## src/design/txenc_pkg.sv

```systemverilog
// Package for the text encoding detector: result codes, byte constants and lead-byte decode.
package txenc_pkg;

  localparam int unsigned EncW = 3;
  localparam int unsigned BomW = 2;
  localparam int unsigned ContW = 3;
  localparam int unsigned PosW = 2;
  localparam int unsigned HeadDepth = 3;

  typedef logic [EncW-1:0] enc_t;
  typedef logic [BomW-1:0] bom_t;
  typedef logic [ContW-1:0] cont_t;

  localparam enc_t ENC_EMPTY   = 3'd0;
  localparam enc_t ENC_UTF8    = 3'd1;
  localparam enc_t ENC_UTF16LE = 3'd2;
  localparam enc_t ENC_UTF16BE = 3'd3;
  localparam enc_t ENC_ANSI    = 3'd4;

  localparam bom_t BOM_NONE  = 2'd0;
  localparam bom_t BOM_UTF16 = 2'd2;
  localparam bom_t BOM_UTF8  = 2'd3;

  localparam logic [7:0] BOM8_B0   = 8'hEF;
  localparam logic [7:0] BOM8_B1   = 8'hBB;
  localparam logic [7:0] BOM8_B2   = 8'hBF;
  localparam logic [7:0] BYTE_FF   = 8'hFF;
  localparam logic [7:0] BYTE_FE   = 8'hFE;
  localparam logic [7:0] ASCII_MAX = 8'h7F;
  localparam logic [7:0] LEAD2_MIN = 8'hC2;
  localparam logic [7:0] LEAD2_MAX = 8'hDF;
  localparam logic [7:0] LEAD3_MAX = 8'hEF;
  localparam logic [7:0] LEAD4_MAX = 8'hF7;
  localparam logic [7:0] LEAD5_MAX = 8'hFB;
  localparam logic [7:0] LEAD6_MAX = 8'hFD;
  localparam logic [7:0] CONT_MIN  = 8'h80;
  localparam logic [7:0] CONT_MAX  = 8'hBF;

  typedef struct packed {
    logic  bad;
    cont_t count;
  } lead_t;

  // Decode a lead byte into the number of continuation bytes it announces.
  function automatic lead_t decode_lead(input logic [7:0] c);
    lead_t r;
    r.bad = 1'b0;
    r.count = '0;
    priority if (c <= ASCII_MAX) r.count = 3'd0;
    else if (c < LEAD2_MIN)      r.bad = 1'b1;
    else if (c <= LEAD2_MAX)     r.count = 3'd1;
    else if (c <= LEAD3_MAX)     r.count = 3'd2;
    else if (c <= LEAD4_MAX)     r.count = 3'd3;
    else if (c <= LEAD5_MAX)     r.count = 3'd4;
    else if (c <= LEAD6_MAX)     r.count = 3'd5;
    else                         r.bad = 1'b1;
    return r;
  endfunction

endpackage

```

## src/design/text_encoding_detector.sv

```systemverilog
// Text encoding detector: byte order mark capture, UTF-8 sequence checker, result register.
//
//  channel | direction | handshake           | payload
//  --------+-----------+---------------------+------------------------------------
//  in      | sink      | in_valid / in_stall | data_byte[7:0], byte_present, last
//  out     | source    | out_valid/out_stall | encoding[2:0], bom_size[1:0]
//
// One beat per cycle sustained while in_stall is low: a beat lands in the input
// register, and the classify-and-update logic retires it from there into the stream
// state and, on a last beat, into the result register.
// rst is synchronous and active high; it clears valids and the stream state.
// in_stall rises only when the input register holds a last beat while a
// result is still held by a stalled output.
module text_encoding_detector
  import txenc_pkg::*;
(
  input  logic       clk,
  input  logic       rst,
  input  logic       in_valid,
  output logic       in_stall,
  input  logic [7:0] data_byte,
  input  logic       byte_present,
  input  logic       last,
  output logic       out_valid,
  input  logic       out_stall,
  output enc_t       encoding,
  output bom_t       bom_size
);

  // Input register.
  logic       in_reg_valid;
  logic [7:0] in_reg_byte;
  logic       in_reg_present;
  logic       in_reg_last;

  // Stream state.
  logic [PosW-1:0] byte_position;
  logic [7:0]      head_bytes [HeadDepth];
  logic            expect_lead;
  cont_t           continuations_left;
  logic            invalid_seen;
  logic            any_byte_seen;

  logic [PosW-1:0] byte_position_next;
  logic [7:0]      head_bytes_next [HeadDepth];
  logic            expect_lead_next;
  cont_t           continuations_left_next;
  logic            invalid_seen_next;
  logic            any_byte_seen_next;

  enc_t  enc_calc;
  bom_t  bom_calc;
  lead_t lead;
  logic  advance;
  logic  out_free;

  // The output slot frees up when empty or when its beat is taken now.
  assign out_free = !out_valid || !out_stall;
  // Retire the held beat unless it would produce a result with nowhere to go.
  assign advance  = in_reg_valid && (!in_reg_last || out_free);
  assign in_stall = in_reg_valid && !advance;

  always_ff @(posedge clk) begin
    if (rst) begin
      in_reg_valid <= 1'b0;
    end else if (!in_stall) begin
      in_reg_valid <= in_valid;
    end
  end

  always_ff @(posedge clk) begin
    if (!in_stall && in_valid) begin
      in_reg_byte    <= data_byte;
      in_reg_present <= byte_present;
      in_reg_last    <= last;
    end
  end

  // Classify the held byte and update the stream state.
  always_comb begin
    byte_position_next      = byte_position;
    head_bytes_next         = head_bytes;
    expect_lead_next        = expect_lead;
    continuations_left_next = continuations_left;
    invalid_seen_next       = invalid_seen;
    any_byte_seen_next      = any_byte_seen;
    lead                    = decode_lead(in_reg_byte);

    if (in_reg_present) begin
      any_byte_seen_next = 1'b1;
      // Capture the first three bytes for the mark check.
      if (byte_position < PosW'(HeadDepth)) begin
        unique case (byte_position)
          2'd0:    head_bytes_next[0] = in_reg_byte;
          2'd1:    head_bytes_next[1] = in_reg_byte;
          default: head_bytes_next[2] = in_reg_byte;
        endcase
        byte_position_next = byte_position + 2'd1;
      end
      // Skip the checker once the stream has failed.
      if (!invalid_seen) begin
        if (expect_lead) begin
          if (lead.bad) begin
            invalid_seen_next = 1'b1;
          end else begin
            continuations_left_next = lead.count;
            expect_lead_next        = (lead.count == '0);
          end
        end else if (in_reg_byte < CONT_MIN || in_reg_byte > CONT_MAX) begin
          invalid_seen_next = 1'b1;
        end else begin
          continuations_left_next = continuations_left - 3'd1;
          expect_lead_next        = (continuations_left == 3'd1);
        end
      end
    end

    // Mark wins over the checker verdict; a truncated tail still counts as UTF-8.
    bom_calc = BOM_NONE;
    priority if (!any_byte_seen_next) begin
      enc_calc = ENC_EMPTY;
    end else if (head_bytes_next[0] == BOM8_B0 && head_bytes_next[1] == BOM8_B1 &&
                 head_bytes_next[2] == BOM8_B2) begin
      enc_calc = ENC_UTF8;
      bom_calc = BOM_UTF8;
    end else if (head_bytes_next[0] == BYTE_FF && head_bytes_next[1] == BYTE_FE) begin
      enc_calc = ENC_UTF16LE;
      bom_calc = BOM_UTF16;
    end else if (head_bytes_next[0] == BYTE_FE && head_bytes_next[1] == BYTE_FF) begin
      enc_calc = ENC_UTF16BE;
      bom_calc = BOM_UTF16;
    end else if (invalid_seen_next) begin
      enc_calc = ENC_ANSI;
    end else begin
      enc_calc = ENC_UTF8;
    end
  end

  // Hold the stream state; drop it back to idle after a last beat.
  always_ff @(posedge clk) begin
    if (rst || (advance && in_reg_last)) begin
      byte_position      <= '0;
      head_bytes         <= '{default: '0};
      expect_lead        <= 1'b1;
      continuations_left <= '0;
      invalid_seen       <= 1'b0;
      any_byte_seen      <= 1'b0;
    end else if (advance) begin
      byte_position      <= byte_position_next;
      head_bytes         <= head_bytes_next;
      expect_lead        <= expect_lead_next;
      continuations_left <= continuations_left_next;
      invalid_seen       <= invalid_seen_next;
      any_byte_seen      <= any_byte_seen_next;
    end
  end

  // Result register.
  always_ff @(posedge clk) begin
    if (rst) begin
      out_valid <= 1'b0;
    end else if (out_free) begin
      out_valid <= advance && in_reg_last;
    end
  end

  always_ff @(posedge clk) begin
    if (out_free && advance && in_reg_last) begin
      encoding <= enc_calc;
      bom_size <= bom_calc;
    end
  end

  // A pending sequence always has continuation bytes due.
  a_cont_pending: assert property (@(posedge clk) disable iff (rst)
    !expect_lead |-> continuations_left != '0)
    else $error("continuation count zero while mid-sequence");

  // Unfilled head slots stay zero.
  a_head_clear: assert property (@(posedge clk) disable iff (rst)
    byte_position == '0 |-> head_bytes[0] == '0 && head_bytes[1] == '0 && head_bytes[2] == '0)
    else $error("head bytes not clear at stream start");

  // A three-byte mark only goes with UTF-8.
  a_bom8: assert property (@(posedge clk) disable iff (rst)
    out_valid && bom_size == BOM_UTF8 |-> encoding == ENC_UTF8)
    else $error("three-byte mark without UTF-8");

  // Non-mark codes carry no mark size.
  a_nobom: assert property (@(posedge clk) disable iff (rst)
    out_valid && (encoding == ENC_EMPTY || encoding == ENC_ANSI) |-> bom_size == BOM_NONE)
    else $error("mark size on a non-mark result");

  // A new result appears only from a retired last beat.
  a_result_src: assert property (@(posedge clk) disable iff (rst)
    $rose(out_valid) |-> $past(advance && in_reg_last))
    else $error("result without a last beat");

endmodule

```

## config.mk

```make
export PLATFORM = sky130hd
export DESIGN_NAME = text_encoding_detector
export DESIGN_NICKNAME = d
export VERILOG_FILES = /design/src/design/txenc_pkg.sv /design/src/design/text_encoding_detector.sv
export SDC_FILE = /design/constraint.sdc
export NUM_CORES = 1
export LEC_CHECK = 0
export BUFFER_PORTS_ARGS = -buffer_cell sky130_fd_sc_hd__buf_2
export CORE_MARGIN = 5
export CORE_UTILIZATION = 50
export CTS_CLUSTER_SIZE = 30
export DETAILED_ROUTE_END_ITERATION = 16
export GPL_ROUTABILITY_DRIVEN = 0
export PLACE_DENSITY_LB_ADDON = 0.05
export SYNTH_ARGS = -nofsm -noshare
export SYNTH_HDL_FRONTEND = slang
export SYNTH_SLANG_ARGS = --single-unit
```

## constraint.sdc

```tcl
create_clock -name clk -period 2.9 [get_ports clk]
set_clock_uncertainty 0.2 [all_clocks]
set_input_delay 0.29 -clock clk [delete_from_list [all_inputs] [get_ports clk]]
set_output_delay 0.29 -clock clk [all_outputs]
set_load 0.02 [all_outputs]
```

==> results of run 1 <==
[metrics by stage]
| step | power [mW] | utilization, % | setup WS, ps | area, sq um | std cells |
|---|---|---|---|---|---|
| 2_1_floorplan | 0.8480 | - | 381.7 | 2318 | 235 |
| 3_3_place_gp | 0.8819 | 55.67 | 436.7 | 2457 | 298 |
| 3_5_place_dp | 0.8827 | 55.67 | 380.4 | 2457 | 298 |
| 4_1_cts | 1.312 | 60.52 | 313.3 | 2671 | 318 |
| 5_1_grt | 1.367 | 60.66 | 118.5 | 2678 | 318 |
| 6_report | 1.300 | 60.66 | 359.7 | 2678 | 318 |
[critical path: cells and delay by family (launching register included)]
| kind | cells | cell delay, ps |
|---|---|---|
| buf+inv | 2 | 250 |
| fa+ha+maj | 1 | 230 |
| compound gates | 3 | 510 |
| flops | 1 | 420 |
| simple gates | 2 | 680 |
[registers in the layout (all words and copies together), names as in the netlist]
name                flops
any_byte_seen           1
in_reg_valid            1
out_valid               1
in_reg_present          1
byte_position           2
encoding                3
bom_size                2
invalid_seen            1
continuations_left      3
expect_lead             1
in_reg_last             1
in_reg_byte             8
head_bytes             24
[worst paths after layout]
path,to,cells past startpoint,slack [ps],from
max reg2reg,encoding[0],8,360,byte_position[0]
max,encoding[0],8,360,byte_position[0]
min reg2reg,head_bytes[21],2,300,head_bytes[21]
min,out_valid,3,90,out_stall
[placed cells by master (no fill, tap or decap), types with 3 or more instances in the layout]
cell / netlist / final
dfxtp_1: 34 / 34
or3_1: 3 / 3
buf_4: 0 / 4
nand4_1: 4 / 4
dlygate4sd3_1: 0 / 12
inv_1: 7 / 7
mux2_2: 3 / 3
nor2b_1: 4 / 4
and3_1: 4 / 4
mux2i_1: 26 / 26
nor2_1: 45 / 45
o211ai_1: 4 / 4
a211oi_1: 4 / 4
ha_1: 5 / 5
a21oi_1: 5 / 5
nand2_1: 13 / 13
clkbuf_8: 0 / 5
edfxtp_1: 15 / 15
buf_2: 0 / 20
nand3_1: 6 / 6
[layout make-up]
type	count	share of cell area (%)
Timing Repair Buffer	36	9.346
Sequential cell	49	42.24
Clock inverter	3	0.9346
Tap cell	52	2.430
Multi-Input combinational cell	166	41.50
Inverter	7	0.9813
Clock buffer	5	2.570
[logic make-up after synthesis]
logic type	share of synthesized area (%)
DFF	48.79
and+or+nand+nor	20.40
xor gates and xnor gates	0.7557
AOI/OAI and AO/OA	11.12
adders and majority gates	2.698
muxes	12.68
buffers and inverters	3.562
[per-layer routing]
metal	vias up	global-route usage, %	part of all wire [%]
li1	903	-	-
met2	27	29.39	48
met1	833	21.32	47
met5	-	0	0
met3	7	4.577	3.5
met4	0	5.068	1.5
[repair_timing]
| item | in CTS | in global routing |
|---|---|---|
| hold endpoints to repair | 12 | 0 |
| setup endpoints to repair | 0 | 1 |
| hold buffers | 12 | 0 |
| gates resized for setup | 0 | 1 |
[power by group]
group	internal, mW	leakage, nW	switching (mW)
logic	0.0587	0.691	0.0655
clock network	0.176	0.0452	0.242
registers	0.729	0.417	0.0288
==> results.toml, run 1 <==
[hold_path]
hp-class = "input port to flip-flop"

[clock_network]
htreeDepth = 2
cts_sinks = 49
post_cts_buffers = 0
clockBufferDepth = 2
cts_buffers = 5
clk_latency_ps = 300
cts_tree = "built"
clkTransAtPathRegs_ps = 90
cts-root-buf = "clkbuf_8"

[timing]
setup_viol = 0
hold_ws_ps = 89.34
tns_ps = 0
period_share_pct = 87.60
rsz0062_at_grt = "no"
final_max_slew_viol_count = 0
post-route-min-period_ps = 2540
slew_headroom_pct = 47.60
fmax_ghz = 0.3937
finalHoldViolCount = 0
worstMarginPinSlew_ps = 784.3

[grt]
antenna_found_initial = 0
track_usage_pct = 17.23
grt_pass1_wl_mm = 8.376
grt_start_max_net_pins = 20
grt-ovfl-total = 0
grt_pass1_vias = 1754

[logic_synthesis]
synthesis.nets = 254
synth_ff_type = "dfxtp_1"
synthCells = 235
ys_types = 51
synth_area_sq_mm = 0.002318
synth_edf_count = 15
yosys_warnings = 0
synthMostInstantiatedCell = "nor2_1"
ys_async_sr_fraction_pct = 0
synth_top_area_share_pct = 29.36
yosysSeqAreaShare_pct = 48.79
syn_area_per_cell_sq_um = 9.866
synth.ff_latch_count = 49
synth_area_leaders = "dfxtp_1, edfxtp_1, mux2i_1, nor2_1, ha_1"
synth_common_cells = "nor2_1, dfxtp_1, mux2i_1, edfxtp_1, nand2_1"
synth_top_area_cell = "dfxtp_1"

[route]
first_pass_iters = 4
drc_errors = 0
wire_per_inst_um = 15.24
drt_iter0_markers = 122
vias = 1770
antenna_left = 0
routed_wl_mm = 4.845
via_per_inst = 5.566

[die]
die_h_um = 78.10
core-area_sq_mm = 0.004414
num_rows = 24
fp.dieW_um = 78.10
ios = 21
start_util_pct = 52.52
die_area_sq_mm = 0.006099

[worst_setup_path]
worstPathCellList = "inv_1, ha_1, and3b_1, or3_1, a222oi_1, buf_4, a41o_1, a21oi_1"
cp-end-kind = "flip-flop"
critPathLaunchType = "flip-flop"
critical-path-max-stage-delay_ps = 420
arrival_ps = 2400
crit_required_ps = 2760
critPathKind = "flip-flop to flip-flop"
crit_path_top_delay_cell = "dfxtp_1"
path_max_fanout = 7

[pwr]
ir_drop_mv = 0.3647
power_density_mw_per_mm2 = 485.5
power.leakage_nw = 1.154

[final_layout]
area_delta_synth_final_pct = 15.49
antenna_cells = 0
seq_area_sq_mm = 0.001131
fill_cells = 384
final_nets = 284
multi_input_area_sq_mm = 0.001111
drive_above_1_share_pct = 15.79

[placement]
io_buffers = 20
hpwl_mm = 3.365

[outcome]
outcome = "complete, no violations"

[run]
drv_cap = 0
Power figures use the tool's default switching activity.
==> run 2: changes to the inputs <==
--- a/config.mk
+++ b/config.mk
@@ -7,7 +7,7 @@
 export LEC_CHECK = 0
 export BUFFER_PORTS_ARGS = -buffer_cell sky130_fd_sc_hd__buf_2
 export CORE_MARGIN = 5
-export CORE_UTILIZATION = 50
+export CORE_UTILIZATION = 58
 export CTS_CLUSTER_SIZE = 30
 export DETAILED_ROUTE_END_ITERATION = 16
 export GPL_ROUTABILITY_DRIVEN = 0
==> results.toml, run 2 (same netlist as run 1, synthesis figures left out) <==
[outcome]
outcome = "complete, no violations"

[worst_setup_path]
reg2reg_setup_slack_ps = 350
crit_end = "encoding[0]"
startpoint = "byte_position[0]"
critPathKind = "flip-flop to flip-flop"
critPathLaunchType = "flip-flop"
arrival_ps = 2500
r2r_end = "encoding[0]"
rr_worst_depth = 7
cp-end-kind = "flip-flop"
rr_startpoint = "byte_position[0]"
path_max_fanout = 4
crit_required_ps = 2850

[die]
num_rows = 23
core-area_sq_mm = 0.003943
ios = 21
die_h_um = 73.23
die_area_sq_mm = 0.005362
start_util_pct = 58.81
fp.dieW_um = 73.23

[timing]
fmax_ghz = 0.3924
finalHoldViolCount = 0
worstMarginPinSlew_ps = 747.8
setup_viol = 0
post-route-min-period_ps = 2548
hold_ws_ps = 17.66
tns_ps = 0
final_max_slew_viol_count = 0
rsz0062_at_grt = "no"
period_share_pct = 87.87
slew_headroom_pct = 50.04

[pwr]
power.total_mw = 1.365
power_frac_seq_pct = 55.3
intPower_mw = 1.045
clock_power_share_pct = 35.5
p_sw_share_pct = 23.45
power.leakage_nw = 1.160
power_frac_comb_pct = 9.2
power_density_mw_per_mm2 = 509.6
switchingPower_mw = 0.3202
ir_drop_mv = 0.4077

[grt]
track_usage_pct = 20.70
grt_start_max_net_pins = 27
grt_pass1_wl_mm = 8.438
grt_pass1_vias = 1750
grt-ovfl-total = 0
antenna_found_initial = 0

[route]
antenna_left = 0
via_per_inst = 5.597
first_pass_iters = 4
drt_iter0_markers = 84
routed_wl_mm = 4.795
drc_errors = 0
wire_per_inst_um = 15.22
vias = 1763

[final_layout]
largest_reg_flops = 24
antenna_cells = 0
reg_top3 = "head_bytes: 24 flops, in_reg_byte: 8 flops"
area_delta_synth_final_pct = 15.54
final_cell_mix = "nor2_1, dfxtp_1, mux2i_1"
fill_cells = 312
regMostFlops = "head_bytes"
drive_above_1_share_pct = 15.47
final_common_cell = "nor2_1"
seq_area_sq_mm = 0.001131
multi_input_area_sq_mm = 0.001105
final_nets = 283

[placement]
hpwl_mm = 3.257
io_buffers = 20

[hold_path]
hp-class = "input port to flip-flop"
hp-start = "in_valid"

[clock_network]
clk_latency_ps = 300
post_cts_buffers = 0
cts_buffers = 5
htreeDepth = 2
clkTransAtPathRegs_ps = 90
ctsHoldBuffers = 11
cts-root-buf = "clkbuf_8"
cts_tree = "built"
cts_resized = 0
clockBufferDepth = 2
cts_sinks = 49

[run]
drv_cap = 0
==> run 2: metal layers <==
layer / global-route usage, % / vias up / share of wire (%)
met5: 0 / - / 0
met4: 6.148 / 0 / 1.6
met3: 4.821 / 7 / 4.5
met2: 34.76 / 37 / 48
met1: 26.39 / 818 / 46
li1: - / 901 / -
==> run 2: how the worst min path moves through the flow <==
stage	end	slack, ps	cells after the start
floorplan	out_valid	160	1
global placement	in_reg_byte[3]	270	1
detailed placement	in_reg_byte[7]	270	1
CTS	in_reg_valid	5	3
global route	in_reg_valid	20	3
finish	in_reg_valid	20	3
==> run 2: per-stage QoR <==
stage / cell area, sq um / utilization [%] / setup slack, ps / std cells
after floorplan: 2318 / - / 381.7 / 235
after global placement: 2455 / 62.27 / 414.1 / 296
after detailed placement: 2455 / 62.27 / 370.8 / 296
after CTS: 2679 / 67.95 / 327.9 / 315
after global routing: 2679 / 67.95 / 139.1 / 315
final: 2679 / 67.95 / 351.6 / 315
==> run 2: power groups by stage <==
stage               clock network (mW)  logic (mW)  registers, mW
floorplan                            0      0.0903          0.758
global placement                     0       0.112          0.770
detailed placement                   0       0.113          0.770
CTS                              0.499       0.124          0.754
global route                     0.524       0.141          0.759
finish                           0.485       0.126          0.754
==> run 2: critical path, stage by stage (launching register included) <==
cell and delay (ps):
dfxtp_1 410, inv_1 60, ha_1 220, nor4b_1 520, nand4_1 230, a2111oi_0 490, o211ai_1 130, a21oi_1 160
==> run 2: cell type report <==
type                            instances  share of cell area, %
Clock buffer                            5                  2.569
Clock inverter                          3                  1.681
Inverter                                7                 0.9808
Multi-Input combinational cell        166                  41.24
Sequential cell                        49                  42.22
Tap cell                               50                  2.335
Timing Repair Buffer                   35                  8.968
